`src/rtl/ese_pkg.sv`:
```
`timescale 1ns / 1ps
// ---------------------------------------------------------------------------
// ese_pkg
// Shared constants and controller/datapath interface types of the exchange
// sort engine.
// ---------------------------------------------------------------------------
package ese_pkg;

  // storage and field sizes
  localparam int unsigned DEPTH      = 64;
  localparam int unsigned VALUE_BITS = 32;
  localparam int unsigned IDX_BITS   = $clog2(DEPTH);
  localparam int unsigned CNT_BITS   = $clog2(DEPTH + 1);
  localparam int unsigned TDATA_BITS = ((VALUE_BITS + 7) / 8) * 8;

  // case-fold range (upper-case letter codes) and fold offset
  localparam logic signed [VALUE_BITS-1:0] FOLD_LO  = VALUE_BITS'(65);
  localparam logic signed [VALUE_BITS-1:0] FOLD_HI  = VALUE_BITS'(90);
  localparam logic signed [VALUE_BITS-1:0] FOLD_OFS = VALUE_BITS'(32);

  // source of the store write data
  typedef enum logic {
    WSRC_INPUT = 1'b0,
    WSRC_CUR   = 1'b1
  } wsrc_e;

  // commands from controller to datapath
  typedef struct packed {
    logic                ram_we;
    logic [IDX_BITS-1:0] ram_waddr;
    wsrc_e               ram_wsrc;
    logic                ram_re;
    logic [IDX_BITS-1:0] ram_raddr;
    logic                cur_load;
    logic                cmp_en;
    logic                out_load;
    logic                out_last;
    logic                out_ovf;
  } ctrl_cmd_t;

  // status from datapath to controller
  typedef struct packed {
    logic swap;
    logic out_free;
  } dp_status_t;

  // comparison key: upper-case codes folded when enabled
  function automatic logic signed [VALUE_BITS-1:0] sort_key(
    input logic signed [VALUE_BITS-1:0] v,
    input logic                         fold
  );
    logic signed [VALUE_BITS-1:0] k;
    k = v;
    if (fold && (v >= FOLD_LO) && (v <= FOLD_HI)) begin
      k = v + FOLD_OFS;
    end
    return k;
  endfunction

endpackage

```
`src/rtl/ese_ram.sv`:
```
`timescale 1ns / 1ps
// ---------------------------------------------------------------------------
// ese_ram
// Generic simple dual-port RAM: one write port, one read port with
// registered read data that holds while no read is issued.
// ---------------------------------------------------------------------------
module ese_ram #(
  parameter int unsigned WIDTH = 32,
  parameter int unsigned DEPTH = 64
) (
  input  logic                     clk_i,
  input  logic                     we_i,
  input  logic [$clog2(DEPTH)-1:0] waddr_i,
  input  logic [WIDTH-1:0]         wdata_i,
  input  logic                     re_i,
  input  logic [$clog2(DEPTH)-1:0] raddr_i,
  output logic [WIDTH-1:0]         rdata_o
);

  logic [WIDTH-1:0] mem_q [DEPTH];
  logic [WIDTH-1:0] rdata_q;

  // write port
  always_ff @(posedge clk_i) begin
    if (we_i) begin
      mem_q[waddr_i] <= wdata_i;
    end
  end

  // registered read port
  always_ff @(posedge clk_i) begin
    if (re_i) begin
      rdata_q <= mem_q[raddr_i];
    end
  end

  assign rdata_o = rdata_q;

endmodule

```
`src/rtl/ese_datapath.sv`:
```
`timescale 1ns / 1ps
// ---------------------------------------------------------------------------
// ese_datapath
// Element store, held element register, key comparator, case-fold register
// and the output register of the exchange sort engine.
// ---------------------------------------------------------------------------
module ese_datapath (
  input  logic                              clk_i,
  input  logic                              rst_ni,
  input  ese_pkg::ctrl_cmd_t                cmd_i,
  output ese_pkg::dp_status_t               status_o,
  input  logic [ese_pkg::VALUE_BITS-1:0]    in_value_i,
  input  logic                              cfg_we_i,
  input  logic                              cfg_fold_i,
  input  logic                              out_ready_i,
  output logic                              out_valid_o,
  output logic [ese_pkg::VALUE_BITS-1:0]    out_value_o,
  output logic                              out_last_o,
  output logic                              out_ovf_o
);

  import ese_pkg::*;

  logic                  fold_q;
  logic [VALUE_BITS-1:0] cur_q, cur_d;
  logic [VALUE_BITS-1:0] rdata;
  logic [VALUE_BITS-1:0] wdata;
  logic                  swap;
  logic                  out_valid_q;
  logic [VALUE_BITS-1:0] out_value_q;
  logic                  out_last_q;
  logic                  out_ovf_q;

  // case-fold register
  always_ff @(posedge clk_i or negedge rst_ni) begin
    if (!rst_ni) begin
      fold_q <= 1'b0;
    end else if (cfg_we_i) begin
      fold_q <= cfg_fold_i;
    end
  end

  // store write data select
  always_comb begin
    unique case (cmd_i.ram_wsrc)
      WSRC_INPUT: wdata = in_value_i;
      WSRC_CUR:   wdata = cur_q;
      default:    wdata = in_value_i;
    endcase
  end

  // element store
  ese_ram #(
    .WIDTH (VALUE_BITS),
    .DEPTH (DEPTH)
  ) u_store (
    .clk_i   (clk_i),
    .we_i    (cmd_i.ram_we),
    .waddr_i (cmd_i.ram_waddr),
    .wdata_i (wdata),
    .re_i    (cmd_i.ram_re),
    .raddr_i (cmd_i.ram_raddr),
    .rdata_o (rdata)
  );

  // held element greater than the element read: exchange
  assign swap = sort_key($signed(cur_q), fold_q) > sort_key($signed(rdata), fold_q);

  // held element register
  always_comb begin
    cur_d = cur_q;
    if (cmd_i.cur_load || (cmd_i.cmp_en && swap)) begin
      cur_d = rdata;
    end
  end

  always_ff @(posedge clk_i) begin
    cur_q <= cur_d;
  end

  // output register
  always_ff @(posedge clk_i or negedge rst_ni) begin
    if (!rst_ni) begin
      out_valid_q <= 1'b0;
    end else if (cmd_i.out_load) begin
      out_valid_q <= 1'b1;
    end else if (out_ready_i) begin
      out_valid_q <= 1'b0;
    end
  end

  always_ff @(posedge clk_i) begin
    if (cmd_i.out_load) begin
      out_value_q <= rdata;
      out_last_q  <= cmd_i.out_last;
      out_ovf_q   <= cmd_i.out_ovf;
    end
  end

  assign status_o.swap     = swap;
  assign status_o.out_free = !out_valid_q || out_ready_i;

  assign out_valid_o = out_valid_q;
  assign out_value_o = out_value_q;
  assign out_last_o  = out_last_q;
  assign out_ovf_o   = out_ovf_q;

endmodule

```
`src/rtl/ese_ctrl.sv`:
```
`timescale 1ns / 1ps
// ---------------------------------------------------------------------------
// ese_ctrl
// Sequencer of the exchange sort engine: load, sort passes over the store
// and emission of the sorted run.
// ---------------------------------------------------------------------------
module ese_ctrl (
  input  logic                 clk_i,
  input  logic                 rst_ni,
  input  logic                 in_valid_i,
  input  logic                 in_last_i,
  output logic                 in_ready_o,
  output ese_pkg::ctrl_cmd_t   cmd_o,
  input  ese_pkg::dp_status_t  status_i
);

  import ese_pkg::*;

  localparam logic [2:0] S_LOAD = 3'd0;
  localparam logic [2:0] S_LDI  = 3'd1;
  localparam logic [2:0] S_CMP  = 3'd2;
  localparam logic [2:0] S_WRI  = 3'd3;
  localparam logic [2:0] S_ERD  = 3'd4;
  localparam logic [2:0] S_EMIT = 3'd5;

  logic [2:0]          state_q, state_d;
  logic [CNT_BITS-1:0] cnt_q, cnt_d;
  logic                drop_q, drop_d;
  logic [IDX_BITS-1:0] i_q, i_d;
  logic [IDX_BITS-1:0] j_q, j_d;
  logic [CNT_BITS-1:0] cnt_inc;
  logic [CNT_BITS-1:0] i_next;
  logic [CNT_BITS-1:0] j_next;
  logic [CNT_BITS-1:0] i_next2;
  logic                accept;

  assign in_ready_o = (state_q == S_LOAD);
  assign accept     = in_valid_i && in_ready_o;
  assign cnt_inc    = cnt_q + CNT_BITS'(1);
  assign i_next     = CNT_BITS'(i_q) + CNT_BITS'(1);
  assign i_next2    = CNT_BITS'(i_q) + CNT_BITS'(2);
  assign j_next     = CNT_BITS'(j_q) + CNT_BITS'(1);

  // next state and command decode
  always_comb begin
    state_d = state_q;
    cnt_d   = cnt_q;
    drop_d  = drop_q;
    i_d     = i_q;
    j_d     = j_q;
    cmd_o   = '0;
    cmd_o.ram_wsrc = WSRC_INPUT;

    unique case (state_q)
      // collect elements until one is marked last
      S_LOAD: begin
        if (accept) begin
          if (cnt_q < CNT_BITS'(DEPTH)) begin
            cmd_o.ram_we    = 1'b1;
            cmd_o.ram_waddr = cnt_q[IDX_BITS-1:0];
            cnt_d           = cnt_inc;
          end else begin
            drop_d = 1'b1;
          end
          if (in_last_i) begin
            i_d = '0;
            if (cnt_d > CNT_BITS'(1)) begin
              // first pass: fetch entry zero
              cmd_o.ram_re    = 1'b1;
              cmd_o.ram_raddr = '0;
              state_d         = S_LDI;
            end else begin
              state_d = S_ERD;
            end
          end
        end
      end
      // take entry i as held element, fetch the first later entry
      S_LDI: begin
        cmd_o.cur_load  = 1'b1;
        cmd_o.ram_re    = 1'b1;
        cmd_o.ram_raddr = i_next[IDX_BITS-1:0];
        j_d             = i_next[IDX_BITS-1:0];
        state_d         = S_CMP;
      end
      // compare held element with entry j, exchange when greater
      S_CMP: begin
        cmd_o.cmp_en    = 1'b1;
        cmd_o.ram_we    = status_i.swap;
        cmd_o.ram_waddr = j_q;
        cmd_o.ram_wsrc  = WSRC_CUR;
        if (j_next < cnt_q) begin
          cmd_o.ram_re    = 1'b1;
          cmd_o.ram_raddr = j_next[IDX_BITS-1:0];
          j_d             = j_next[IDX_BITS-1:0];
        end else begin
          state_d = S_WRI;
        end
      end
      // put the pass minimum back at i, start the next pass or go on to emission
      S_WRI: begin
        cmd_o.ram_we    = 1'b1;
        cmd_o.ram_waddr = i_q;
        cmd_o.ram_wsrc  = WSRC_CUR;
        if (i_next2 < cnt_q) begin
          cmd_o.ram_re    = 1'b1;
          cmd_o.ram_raddr = i_next[IDX_BITS-1:0];
          i_d             = i_next[IDX_BITS-1:0];
          state_d         = S_LDI;
        end else begin
          i_d     = '0;
          state_d = S_ERD;
        end
      end
      // fetch the first sorted entry
      S_ERD: begin
        cmd_o.ram_re    = 1'b1;
        cmd_o.ram_raddr = '0;
        i_d             = '0;
        state_d         = S_EMIT;
      end
      // hand sorted entries to the output register
      S_EMIT: begin
        if (status_i.out_free) begin
          cmd_o.out_load = 1'b1;
          cmd_o.out_ovf  = drop_q;
          if (i_next == cnt_q) begin
            cmd_o.out_last = 1'b1;
            cnt_d          = '0;
            drop_d         = 1'b0;
            state_d        = S_LOAD;
          end else begin
            cmd_o.ram_re    = 1'b1;
            cmd_o.ram_raddr = i_next[IDX_BITS-1:0];
            i_d             = i_next[IDX_BITS-1:0];
          end
        end
      end
      default: begin
        state_d = S_LOAD;
      end
    endcase
  end

  // control registers
  always_ff @(posedge clk_i or negedge rst_ni) begin
    if (!rst_ni) begin
      state_q <= S_LOAD;
      cnt_q   <= '0;
      drop_q  <= 1'b0;
      i_q     <= '0;
      j_q     <= '0;
    end else begin
      state_q <= state_d;
      cnt_q   <= cnt_d;
      drop_q  <= drop_d;
      i_q     <= i_d;
      j_q     <= j_d;
    end
  end

endmodule

```
`src/rtl/exchange_sort_engine.sv`:
```
`timescale 1ns / 1ps
// Sorting runs after the last transaction of a set: one compare per cycle on
// the store's single read port, with a load (S_LDI) and a write-back (S_WRI)
// step per pass, then a store read and an output load before the first result.
// Throughput: one input per cycle while loading, one result per cycle out
// while m_axis_tready is held; no new set is taken until the run is out.
// Reset: asynchronous, active low; clears count, overflow flag and case fold.
// ---------------------------------------------------------------------------
// exchange_sort_engine
// Collects signed values, sorts each set ascending by exchange sort and
// streams the sorted run out with a last marker and an overflow flag.
// ---------------------------------------------------------------------------
module exchange_sort_engine (
  input  logic                             clk_i,
  input  logic                             rst_ni,
  // configuration write: bit 0 is case_fold
  input  logic                             cfg_valid_i,
  output logic                             cfg_ready_o,
  input  logic                             cfg_data_i,
  // input stream
  input  logic                             s_axis_tvalid,
  output logic                             s_axis_tready,
  input  logic [ese_pkg::TDATA_BITS-1:0]   s_axis_tdata,  // value
  input  logic                             s_axis_tlast,  // last
  // output stream
  output logic                             m_axis_tvalid,
  input  logic                             m_axis_tready,
  output logic [ese_pkg::TDATA_BITS-1:0]   m_axis_tdata,  // sorted_value
  output logic                             m_axis_tlast,  // end_of_run
  output logic                             m_axis_tuser   // overflow
);

  import ese_pkg::*;

  ctrl_cmd_t             cmd;
  dp_status_t            status;
  logic [VALUE_BITS-1:0] out_value;

  assign cfg_ready_o = 1'b1;

  // sequencer
  ese_ctrl u_ctrl (
    .clk_i      (clk_i),
    .rst_ni     (rst_ni),
    .in_valid_i (s_axis_tvalid),
    .in_last_i  (s_axis_tlast),
    .in_ready_o (s_axis_tready),
    .cmd_o      (cmd),
    .status_i   (status)
  );

  // store, comparator and output register
  ese_datapath u_dp (
    .clk_i       (clk_i),
    .rst_ni      (rst_ni),
    .cmd_i       (cmd),
    .status_o    (status),
    .in_value_i  (s_axis_tdata[VALUE_BITS-1:0]),
    .cfg_we_i    (cfg_valid_i),
    .cfg_fold_i  (cfg_data_i),
    .out_ready_i (m_axis_tready),
    .out_valid_o (m_axis_tvalid),
    .out_value_o (out_value),
    .out_last_o  (m_axis_tlast),
    .out_ovf_o   (m_axis_tuser)
  );

  // zero fill up to whole bytes
  assign m_axis_tdata = TDATA_BITS'(out_value);

endmodule
```
`config.mk`:
```
export PLATFORM = sky130hd
export DESIGN_NAME = exchange_sort_engine
export DESIGN_NICKNAME = d
export VERILOG_FILES = /design/src/rtl/ese_pkg.sv /design/src/rtl/ese_ram.sv /design/src/rtl/ese_datapath.sv /design/src/rtl/ese_ctrl.sv /design/src/rtl/exchange_sort_engine.sv
export SDC_FILE = /design/constraint.sdc
export NUM_CORES = 2
export LEC_CHECK = 0
export BUFFER_PORTS_ARGS = -buffer_cell sky130_fd_sc_hd__buf_4
export CORE_MARGIN = 2
export CORE_UTILIZATION = 30
export CTS_BUF_LIST = sky130_fd_sc_hd__clkbuf_4
export DETAILED_ROUTE_END_ITERATION = 8
export GPL_TIMING_DRIVEN = 0
export PLACE_DENSITY_LB_ADDON = 0.12
export SLEW_MARGIN = 20
export SYNTH_ARGS = -nofsm -noshare
export SYNTH_HDL_FRONTEND = slang
export SYNTH_SLANG_ARGS = --single-unit
```
`constraint.sdc`:
```
create_clock -name clk_i -period 14.2 [get_ports clk_i]
set_clock_uncertainty 0.1 [all_clocks]
set_input_delay 2.84 -clock clk_i [delete_from_list [all_inputs] [get_ports clk_i]]
set_output_delay 2.84 -clock clk_i [all_outputs]
set_load 0.005 [all_outputs]
```
==> flow_summary.toml <==
[timing]
tightest_slew_ns = 1.46
slew_viol_final = 0
setup_violations = 0
relSlewSlack = 0.000993
hold_slack_ns = 0.422
timing.setup.tns_ns = 0
post-route-period-util = 0.508
period_needed_ns = 7.22
rsz0062_at_grt = "no"
fmax_mhz = 139
finalHoldViolCount = 0

[power_and_ir_drop]
power.density_nw_per_um2 = 244
p_leak_nw = 37.5
ir_worst_vdd_v = 0.000123
total_power_w = 0.0257
p_clk_frac = 0.223
seqPwrFrac = 0.321
switching_share = 0.468
pwr-share-comb = 0.456
power.internal_w = 0.0137
p_sw_w = 0.0120

[die]
die_h_um = 544
rows = 198
core_sq_um = 291000
die_area_sq_um = 296000
die_x_um = 544
initial_core_util = 0.301
io_pins = 76

[cts]
clock_latency_ns = 1.40
hold_buffers = 0
numCtsBuffers = 608
cts.path.max_buffers = 4
cts_setup_buffers = 0
cts_tree = "done"
path_clk_slew_ns = 0.06
cts-root-buf = "clkbuf_4"
ctsResizeCount = 0
cts_htree_levels = 6
cts_sinks = 2171

[placed_design]
gp_congestion = 0.929
placedInstanceArea_sq_um = 97900
io_buffers = 74
post-dp-hpwl_mm = 276

[worst_setup_path]
path_cells = "clkbuf_1, inv_1, ha_1, nand4_1, a21oi_1, nand2b_1, nand3_1, a31oi_4, buf_2, clkbuf_1, nand2_1, nand3_1, a21oi_1, a2111oi_0, a221o_1"
cp.arrival_ns = 8.22
crit_fanout = 10
worst_path_max_delay_cell = "a2111oi_0"
required_ns = 15.20
path_buf_inv = 4
critPathKind = "flop to flop"
cp_top_family = "compound AO/OA/AOI/OAI gates"
slowest_delay_ns = 1.27
start_kind = "flop"
end_kind = "flop"

[global_routing]
antenna_found_initial = 43
grt-ovfl-total = 0
grt_max_degree = 65
grt_use_total = 0.249
grt_pass1_vias = 60300
grt_pass1_wl_mm = 506

[detailed_routing]
wl_per_cell_um = 31.4
antenna_left = 0
dr.pass1.iters = 7
avgViaCountPerCell = 5.28
drt_wl_total_mm = 378
drt-initial-drc-count = 7962
route.detailed.drc = 0
num_vias = 63500

[yosys]
ys.flop_type = "edfxtp_1"
synthArstFlopShare = 0.0115
syn-cell-area_sq_um = 87600
synth-edff-count = 2146
synth_seq_cells = 2171
synthesis.instances = 6621
yosys_warnings = 0
synth_area_per_cell_sq_um = 13.2
ys_seq_area_frac = 0.743
synth.distinct_cells = 84
syn_nets = 6712

[layout]
num-fill-cells = 28700
final_area_sq_um = 105000
drive_above_1_share = 0.229
synthToLayoutAreaGrowth_pct = 20.4
layout.nets = 7807
mostFrequentLayoutCells = "edfxtp_1, nand2_1, clkbuf_4, nand3_1, buf_4"
layout_commonest_cell = "edfxtp_1"

[worst_hold_path]
hold_class = "flop to flop"

[status]
violations = "capacitance limit"
status = "finished with violations"

[flow_run]
drv_cap = 1
## stage by stage
stage / std cells / utilization / worst slack, ns
after floorplan: 6621 / - / 7.59
after global placement: 10600 / 0.320 / 2.26
after detailed placement: 11000 / 0.337 / 5.89
after CTS: 12000 / 0.362 / 7.05
after global routing: 12000 / 0.362 / 6.91
final: 12000 / 0.363 / 6.98
## worst register-to-register path, delay by kind of cell, from the launching register on
family	cells	cell delay, ns
AND/OR/NAND/NOR	5	1.08
adder cells (fa/ha/maj)	1	0.43
buffers and inverters	4	2.08
flip-flops	1	0.36
AO/OA/AOI/OAI	5	2.95
## kinds of logic after synthesis
| logic type | count (synthesis) | synth area share |
|---|---|---|
| AO/OA/AOI/OAI | 803 | 0.0612 |
| XOR/XNOR | 17 | 0.00217 |
| adder cells (fa/ha/maj) | 52 | 0.00743 |
| buffers and inverters | 480 | 0.0264 |
| flip-flops | 2171 | 0.743 |
| multiplexers | 128 | 0.0146 |
| other | 1 | 0.0000428 |
| AND/OR/NAND/NOR | 2969 | 0.145 |
## power groups by stage
stage | Clock [W] | Sequential (W) | Combinational [W]
2_1_floorplan | 0 | 0.00834 | 0.00523
3_3_place_gp | 0 | 0.00860 | 0.0110
3_5_place_dp | 0 | 0.00839 | 0.0115
4_1_cts | 0.00585 | 0.00826 | 0.0115
5_1_grt | 0.00616 | 0.00827 | 0.0121
6_report | 0.00573 | 0.00826 | 0.0117
## area by class of cell
class / instances / area (sq um) / share of cell area
sequential: 2171 / 65100 / 0.617
tap: 3900 / 4880 / 0.0463
clock buffer: 911 / 6840 / 0.0649
multi-input combinational: 3970 / 20900 / 0.198
inverter: 45 / 169 / 0.00160
buffer: 435 / 2160 / 0.0205
timing repair buffer: 485 / 4800 / 0.0455
antenna: 15 / 37.5 / 0.000356
clock inverter: 98 / 618 / 0.00586
## synth_stat cells, types with 23 or more instances
cell | n | area (sq um)
a31oi_1 | 99 | 619
a21o_1 | 53 | 398
edfxtp_1 | 2146 | 64400
o21ai_0 | 54 | 270
inv_1 | 44 | 165
nor4_1 | 26 | 163
mux2i_1 | 127 | 1270
a21oi_1 | 280 | 1400
o22ai_1 | 39 | 244
buf_4 | 34 | 255
nand2_1 | 1855 | 6960
o221ai_1 | 57 | 499
clkbuf_1 | 136 | 510
a32oi_1 | 30 | 263
buf_1 | 23 | 86.3
nor2_1 | 64 | 240
dfrtp_1 | 25 | 626
a211oi_1 | 40 | 300
buf_2 | 229 | 1150
nand4_1 | 37 | 231
nand3_1 | 780 | 3900
ha_1 | 52 | 651
and3_1 | 33 | 206
nor3_1 | 121 | 606
## final timing paths
| path | startpoint | depth (start not counted) | endpoint | slack (ns) |
|---|---|---|---|---|
| worst min register to register | u_ctrl.drop_q | 2 | u_ctrl.drop_q | 0.42 |
| min in group asynchronous | rst_ni | 1 | u_ctrl.state_q[0] | 1.32 |
| max in group asynchronous | rst_ni | 1 | u_ctrl.j_q[5] | 12.35 |
| worst min-delay path | u_ctrl.drop_q | 2 | u_ctrl.drop_q | 0.42 |
| worst max-delay path | u_ctrl.cnt_q[6] | 15 | u_dp.u_store.rdata_o[7] | 6.98 |
| worst max register to register | u_ctrl.cnt_q[6] | 15 | u_dp.u_store.rdata_o[7] | 6.98 |
## per-layer routing
layer | share of wire | GRT usage | up-vias
met3 | 0.092 | 0.0559 | 695
li1 | - | - | 27100
met4 | 0.042 | 0.101 | 18
met5 | 0.00037 | 0 | -
met1 | 0.42 | 0.337 | 32300
met2 | 0.45 | 0.386 | 3393
## flip-flops by register name, indices dropped and copies added (netlist names), 3 cells and up
| register | flops |
|---|---|
| u_ctrl.j_q | 6 |
| u_ctrl.i_q | 6 |
| u_dp.u_store.rdata_o | 32 |
| u_ctrl.cnt_q | 7 |
| u_dp.cur_q | 32 |
| u_dp.u_store.mem_q | 2048 |
| u_ctrl.state_q | 3 |
| u_dp.out_value_o | 32 |
Power figures use the tool's default switching activity.
